--- src/rtl/core/mfb_pkg.sv ---
// Shared types, codes and constants of the frame store refresher.
package mfb_pkg;

    localparam int SCREEN_COLUMNS     = 128;
    localparam int SCREEN_PAGES_COUNT = 8;
    localparam int ROWS_PER_PAGE      = 8;

    localparam logic [7:0] CONTROL_DATA         = 8'h40;
    localparam logic [6:0] DEVICE_ADDRESS_RESET = 7'd60;

    typedef enum logic [1:0] {
        OP_PIXEL    = 2'd0,
        OP_CLEAR    = 2'd1,
        OP_REFRESH  = 2'd2,
        OP_BUS_DONE = 2'd3
    } t_op;

    typedef enum logic [1:0] {
        ACT_NONE  = 2'd0,
        ACT_START = 2'd1,
        ACT_SEND  = 2'd2,
        ACT_STOP  = 2'd3
    } t_action;

    typedef struct packed {
        t_op        operation;
        logic [7:0] pixel_x;
        logic [7:0] pixel_y;
        logic       pixel_on;
    } t_in_item;

    typedef struct packed {
        t_action    bus_action;
        logic [7:0] bus_byte;
        logic       transfer_busy;
    } t_out_item;

    typedef struct packed {
        logic step;
        t_op  op;
    } t_seq_cmd;

endpackage

--- src/rtl/core/mfb_seq.sv ---
// Bus refresh sequencer: phase, byte counter, pending flag and device address.
module mfb_seq #(
    parameter int STORE_BYTES = mfb_pkg::SCREEN_COLUMNS * mfb_pkg::SCREEN_PAGES_COUNT
) (
    input  logic                           i_clk,
    input  logic                           i_rst_n,
    input  mfb_pkg::t_seq_cmd              i_cmd,
    input  logic [7:0]                     i_rd_data,
    input  logic                           i_cfg_we,
    input  logic [6:0]                     i_cfg_data,
    output mfb_pkg::t_out_item             o_result,
    output logic [$clog2(STORE_BYTES)-1:0] o_byte_index
);

    localparam int AW = $clog2(STORE_BYTES);
    localparam int CW = $clog2(STORE_BYTES + 1);
    localparam logic [CW-1:0] STORE_END = CW'(STORE_BYTES);

    typedef enum logic [5:0] {
        PH_ADDR   = 6'b000001,
        PH_CTRL   = 6'b000010,
        PH_DATA   = 6'b000100,
        PH_STOP   = 6'b001000,
        PH_DECIDE = 6'b010000,
        PH_DONE   = 6'b100000
    } t_phase;

    t_phase        r_phase, n_phase;
    logic [CW-1:0] r_cnt, n_cnt;
    logic          r_pending, n_pending;
    logic          r_active, n_active;
    logic [6:0]    r_dev_addr;
    logic [CW-1:0] cnt_inc;

    mfb_pkg::t_action action;
    logic [7:0]       bus_byte;

    assign cnt_inc = r_cnt + 1'b1;

    always_comb begin
        n_phase   = r_phase;
        n_cnt     = r_cnt;
        n_pending = r_pending;
        n_active  = r_active;
        action    = mfb_pkg::ACT_NONE;
        bus_byte  = 8'd0;
        unique case (i_cmd.op) inside
            mfb_pkg::OP_CLEAR, mfb_pkg::OP_REFRESH: begin
                n_pending = 1'b1;
                if (!r_active) begin
                    n_active = 1'b1;
                    n_phase  = PH_ADDR;
                    action   = mfb_pkg::ACT_START;
                end
            end
            mfb_pkg::OP_BUS_DONE: begin
                if (r_active) begin
                    unique case (r_phase)
                        PH_ADDR: begin
                            action   = mfb_pkg::ACT_SEND;
                            bus_byte = {r_dev_addr, 1'b0};
                            n_phase  = PH_CTRL;
                        end
                        PH_CTRL: begin
                            action    = mfb_pkg::ACT_SEND;
                            bus_byte  = mfb_pkg::CONTROL_DATA;
                            n_cnt     = '0;
                            n_pending = 1'b0;
                            n_phase   = PH_DATA;
                        end
                        PH_DATA: begin
                            action   = mfb_pkg::ACT_SEND;
                            bus_byte = i_rd_data;
                            n_cnt    = cnt_inc;
                            if (cnt_inc >= STORE_END) begin
                                n_phase = PH_STOP;
                            end
                        end
                        PH_STOP: begin
                            action  = mfb_pkg::ACT_STOP;
                            n_phase = PH_DECIDE;
                        end
                        PH_DECIDE: begin
                            if (r_pending) begin
                                n_phase = PH_ADDR;
                                action  = mfb_pkg::ACT_START;
                            end else begin
                                n_phase  = PH_DONE;
                                n_active = 1'b0;
                            end
                        end
                        default: begin
                        end
                    endcase
                end
            end
            default: begin
            end
        endcase
    end

    always_ff @(posedge i_clk) begin
        if (!i_rst_n) begin
            r_phase    <= PH_ADDR;
            r_cnt      <= '0;
            r_pending  <= 1'b0;
            r_active   <= 1'b0;
            r_dev_addr <= mfb_pkg::DEVICE_ADDRESS_RESET;
        end else begin
            if (i_cmd.step) begin
                r_phase   <= n_phase;
                r_cnt     <= n_cnt;
                r_pending <= n_pending;
                r_active  <= n_active;
            end
            if (i_cfg_we) begin
                r_dev_addr <= i_cfg_data;
            end
        end
    end

    assign o_result.bus_action    = action;
    assign o_result.bus_byte      = bus_byte;
    assign o_result.transfer_busy = n_active;
    assign o_byte_index           = r_cnt[AW-1:0];

endmodule

--- config.mk ---
export PLATFORM = sky130hd
export DESIGN_NAME = mfb_seq
export DESIGN_NICKNAME = d
export VERILOG_FILES = /design/src/rtl/core/mfb_pkg.sv /design/src/rtl/core/mfb_seq.sv
export SDC_FILE = /design/constraint.sdc
export NUM_CORES = 1
export LEC_CHECK = 0
export BUFFER_PORTS_ARGS = -buffer_cell sky130_fd_sc_hd__buf_2
export CORE_MARGIN = 2
export CORE_UTILIZATION = 50
export CTS_CLUSTER_DIAMETER = 200
export CTS_CLUSTER_SIZE = 8
export DETAILED_ROUTE_END_ITERATION = 7
export PLACE_DENSITY = 0.88
export SETUP_SLACK_MARGIN = 0.4
export SLEW_MARGIN = 20
export SYNTH_ARGS = -nofsm -noshare
export SYNTH_HDL_FRONTEND = slang
export SYNTH_SLANG_ARGS = --single-unit
--- constraint.sdc ---
create_clock -name i_clk -period 2 [get_ports i_clk]
set_input_delay 0.2 -clock i_clk [delete_from_list [all_inputs] [get_ports i_clk]]
set_output_delay 0.2 -clock i_clk [all_outputs]
set_load 0.005 [all_outputs]
# ---- Word-level counts from Yosys, hierarchy flattened
# Index checks and enable logic that the tools add are counted.
dict set report op_classes {
  addsub 1
  order_cmp 1
  n_eq_ne 13
  muxes 22
  reduce_logical 7
}
# op n
set ops {}
lappend ops {{6-bit one-hot mux with 5 select lines} 1}
lappend ops {{6-bit two-way mux} 4}
lappend ops {{8-bit one-hot mux with 3 select lines} 1}
lappend ops {{11-bit one-hot mux with 2 select lines} 1}
lappend ops {{8-bit two-way mux} 2}
lappend ops {{6-bit one-hot mux with 2 select lines} 1}
lappend ops {{11-bit by 1-bit adder with 11-bit output (second input constant)} 1}
lappend ops {{11-bit >= comparator (second input constant)} 1}
lappend ops {{4-bit AND reduction} 2}
lappend ops {{1-bit two-way mux} 7}
lappend ops {{6-bit by 1-bit == test with 1-bit output (second input constant)} 1}
lappend ops {{6-bit by 2-bit == test with 1-bit output (second input constant)} 1}
lappend ops {{6-bit by 3-bit == test with 1-bit output (second input constant)} 1}
lappend ops {{6-bit by 4-bit == test with 1-bit output (second input constant)} 1}
lappend ops {{6-bit by 5-bit == test with 1-bit output (second input constant)} 1}
lappend ops {{6-bit by 1-bit inequality test with 1-bit output (second input constant)} 1}
lappend ops {{2-bit one-hot mux with 3 select lines} 1}
lappend ops {{6-bit AND reduction} 1}
lappend ops {{2-bit == test (second input constant)} 2}
lappend ops {{2-bit inequality test (second input constant)} 2}
lappend ops {{1-bit one-hot mux with 2 select lines} 2}
lappend ops {{2-bit one-hot mux with 2 select lines} 1}
lappend ops {{2-bit nonzero test} 2}
lappend ops {{3-bit inequality test (second input constant)} 1}
lappend ops {{5 further kinds} 5}
dict set report word_totals {
  reg_bits 26
  input_bits 21
  out_inout_bits 21
}

# ---- Longest topological paths before layout
dict set report depth {
  ltp_word 6
  depth_mapped 8
  depth_no_buf 8
}

# ---- Worst setup path after synthesis
# No wires, ideal clock.
dict set report synth_timing {
  path_type {input to register}
  from {input i_cmd[0] in the netlist's numbering}
  to {register r_phase[0]}
  arrival_time_ns 1.613
  path_slack_ns 0.262
  path_stages 7
  path_cell_list {inv_1 ha_1 or2b_1 nor3b_1 a31oi_4 o21a_4 o41a_1}
}
dict set report synth_between {
  elab_chain_len 4
  word_cells_on_any_way 11
  classes_between {7 x eq/ne; 1 x mux; 3 x reduce/logical}
}
# element line_no
set synth_lines {}
lappend synth_lines {{from (decl)} mfb_seq.sv:7} ;# input mfb_pkg::t_seq_cmd i_cmd,
lappend synth_lines {{2-bit by 1-bit == test with 1-bit output (no line) or 2-bit == test (tied branches)} --}
lappend synth_lines {{2-bit OR reduction} mfb_seq.sv:47} ;# unique case (i_cmd.op) inside
lappend synth_lines {{2-bit inequality test (no line) or 2-bit nonzero test (tied branches)} --}
lappend synth_lines {{6-bit AND reduction (no line)} --}
lappend synth_lines {{to (signal assigned)} mfb_seq.sv:111} ;# r_phase <= n_phase;
lappend synth_lines {{to (decl)} mfb_seq.sv:28} ;# t_phase r_phase, n_phase;
# Parallel ways exist; a longest one is shown, timed or not.
# A chain may end at the register's enable or synchronous reset.

==> flow_metrics.tcl <==
set metrics [dict create \
    vias_per_cell 5.698 \
    clkTransAtPathRegs_ns 0.15 \
    worst_r2r_endpoint "r_phase[0]" \
    final_util_pct 73.31 \
    synth_area_leader_cell "dfxtp_1" \
    power.combinational.fraction_pct 15.0 \
    ys.flop_type "dfxtp_1" \
    yosysWarnings 0 \
    dr.pass1.iters 5 \
    min_period_ns 1.984 \
    die_area_mm2 0.003782 \
    setup_viol 0 \
    coreArea_mm2 0.003103 \
    drc 0 \
    skew_ns 0.002826 \
    netlist_instances 190 \
    grt_pass1_wl_um 5865 \
    drt_iter0_drc 107 \
    yosys-top-cells-area "dfxtp_1 (31%), mux2i_1 (6.1%), buf_4 (5.5%)" \
    hold_class "in2reg" \
    antenna_found_initial 0 \
    grt_pass1_vias 1366 \
    synth_xor_area_share_pct 5.829 \
    rows 20 \
    pwr-share-clk_pct 35.2 \
    wl_met1_um 1891 \
    syn_nets 214 \
    r2r_start "r_cnt[3]" \
    synthAdderAreaFrac_pct 2.271 \
    final_cell_mix "buf_2 (41), nor2_1 (17), buf_4 (17)" \
    fin_area_mm2 0.002275 \
    drt-total-wl_um 4499 \
    clock-root-buffer "clkbuf_4" \
    critPathCaptureType "primary output" \
    max-clock-path-buffers 2 \
    grt_usage_pct 20.56 \
    reg2reg_slack_ns 0.15 \
    gp_congestion 0.8551 \
    cts.hold.buffers_added 0 \
    final_nets 266 \
    path_cells "xor2_4 -> o21ai_0 -> o22a_2 -> nor4_1 -> buf_2" \
    wl_met2_um 2266 \
    crit_end "o_result[10]" \
    syn_area_per_cell_um2 8.699 \
    cp.required_ns 1.80 \
    swShare_pct 24.71 \
    grt_max_degree 24 \
    synthMuxAreaShare_pct 6.056 \
    worstPathArrival_ns 1.78 \
    hpwl_um 2483 \
    status "complete, no violations" \
    start_kind "flip-flop" \
    startpoint "r_phase[2]" \
    synth_edf_count 0 \
    cts_buffers 3 \
    htree_levels 1 \
    path_class "reg2out" \
    overflow 0 \
    dpl_cell_area_mm2 0.001837 \
    fillers 214 \
    fin_setup_tns_ns 0 \
    cts_sinks 26 \
    dr_total_vias 1624 \
    synth_area_mm2 0.001653 \
    maxSlewHeadroom_pct 74.48 \
    p_sw_uw 266.1 \
    pin_count 42 \
    yosys.area_share.simple_pct 28.84 \
    cpMaxStageDelayCell "dfxtp_4" \
    route.met3.wl_um 274 \
    start_util_pct 53.27 \
    seqPwrFrac_pct 49.8 \
    reg2reg_depth 5 \
    synth_cell_type_count 52 \
    antenna_cells 0 \
    ant_nets 0 \
    slew_viol_final 0 \
    cts_tree "built" \
    worstMarginPinSlew_ns 0.3828 \
    io_buffer_count 41 \
    p_leak_uw 0.0009819 \
    place_ws_ns 0.1906 \
    synthArstFlopShare_pct 0 \
    finalPower_uw 1077 \
    ir_drop_v 0.0003418 \
    power_density_mw_per_mm2 473.4 \
    slowest_delay_ns 0.46 \
    synth_compound_area_share_pct 14.69 \
    clock_latency_ns 0.34 \
    seq_area_frac_synth_pct 31.49 \
    fin_crit_sh_pct 99.20 \
    drv_cap 0 \
    die_y_um 61.50 \
    fin_ws_ns 0.01599 \
    area_delta_synth_final_pct 37.62 \
    fp.dieW_um 61.50 \
    crit_fanout 8 \
    drive_gt1_share_pct 51.87 \
    wl_per_cell_um 15.79 \
    synth_top_family_by_area "simple AND/OR/NAND/NOR gates" \
    ys_ff_latch 26 \
    rsz0062_at_grt "true" \
    yosysTopAreaCellShare_pct 31.49 \
    p_int_uw 810.7 \
    fmax_ghz 0.5040 \
    layout_commonest_cell "buf_2" \
    topRoutingLayerUsed "met4" \
    hold_violations 0 \
]
-- registers in the layout (all words and copies together) (netlist names) --
name and cells:
r_active 1, r_cnt 11, r_dev_addr 7, r_pending 1, r_phase 6
-- power groups by stage --
stage | Clock, µW | Combinational, µW | Sequential (µW)
floorplan | 0 | 96.0 | 548
global placement | 0 | 132 | 552
detailed placement | 0 | 136 | 553
CTS | 375 | 147 | 534
global route | 399 | 174 | 538
finish | 379 | 161 | 537
-- worst max-delay path, delay by kind of cell, from the launching register on --
kind / cells / cell delay, ns
compound gates: 2 / 0.37
buf+inv: 1 / 0.17
simple gates: 1 / 0.23
xor+xnor: 1 / 0.21
flops: 1 / 0.46
-- worst min-delay path by stage --
stage	cells past startpoint	slack (ns)	from	endpoint
floorplan	2	0.33	i_cfg_data[2]	r_dev_addr[2]
global placement	3	0.41	i_cfg_data[5]	r_dev_addr[5]
detailed placement	3	0.42	i_cfg_data[3]	r_dev_addr[3]
CTS	3	0.06	i_cfg_data[3]	r_dev_addr[3]
global route	3	0.05	i_cfg_data[3]	r_dev_addr[3]
finish	3	0.06	i_cfg_data[3]	r_dev_addr[3]
-- routing by layer --
layer / up-vias / GRT usage, %
met1: 774 / 26.03
met4: 0 / 9.422
met2: 74 / 34.14
met5: - / 0
met3: 8 / 3.361
li1: 768 / -
-- cells by family (layout without fill, tap and decap cells) --
family | count (synthesis) | after routing
AOI/OAI and AO/OA | 32 | 32
and+or+nand+nor | 83 | 83
buffers and inverters | 25 | 76
DFF | 26 | 26
adders and majority gates | 3 | 3
xor gates and xnor gates | 11 | 11
muxes | 10 | 10
-- through the flow --
stage	hold WS, ns	instances
6_report	0.05550	285
4_1_cts	0.05928	277
5_1_grt	0.05285	285
3_5_place_dp	0.4203	260
2_1_floorplan	0.3284	190
3_3_place_gp	0.4146	260
-- cell usage after synthesis, types with 2 or more instances --
library cell,n
dfxtp_1,26
o21ai_0,10
a21boi_0,2
inv_1,3
nor4b_1,2
mux2i_1,10
and3_1,2
a21oi_1,2
nor3_1,2
xor2_1,8
ha_1,3
buf_6,5
nand4_1,3
nor2_1,20
nor4_1,2
buf_2,2
clkbuf_1,3
and4_1,2
xnor2_1,3
nand2_1,16
a22oi_1,7
nor2b_1,6
buf_4,12
and3b_1,2
and2_1,2
nor4_2,2
nand3_1,8
-- repair_timing --
action / CTS / global route
pin swaps: 14 / 21
resized for setup: 29 / 35
buffers inserted: 13 / 8
setup endpoints to repair: 25 / 28
-- cell type report --
| type | count | area [µm²] | share of cell area, % |
|---|---|---|---|
| multi-input cells | 139 | 1149 | 50.50 |
| flip-flops and latches | 26 | 550.5 | 24.20 |
| repair buffers | 69 | 456.7 | 20.08 |
| well taps | 44 | 55.05 | 2.420 |
| clock inverters | 1 | 30.03 | 1.320 |
| clock buffers | 3 | 22.52 | 0.9901 |
| inverters | 3 | 11.26 | 0.4950 |
No activity file was read; power rests on OpenSTA's default activity.
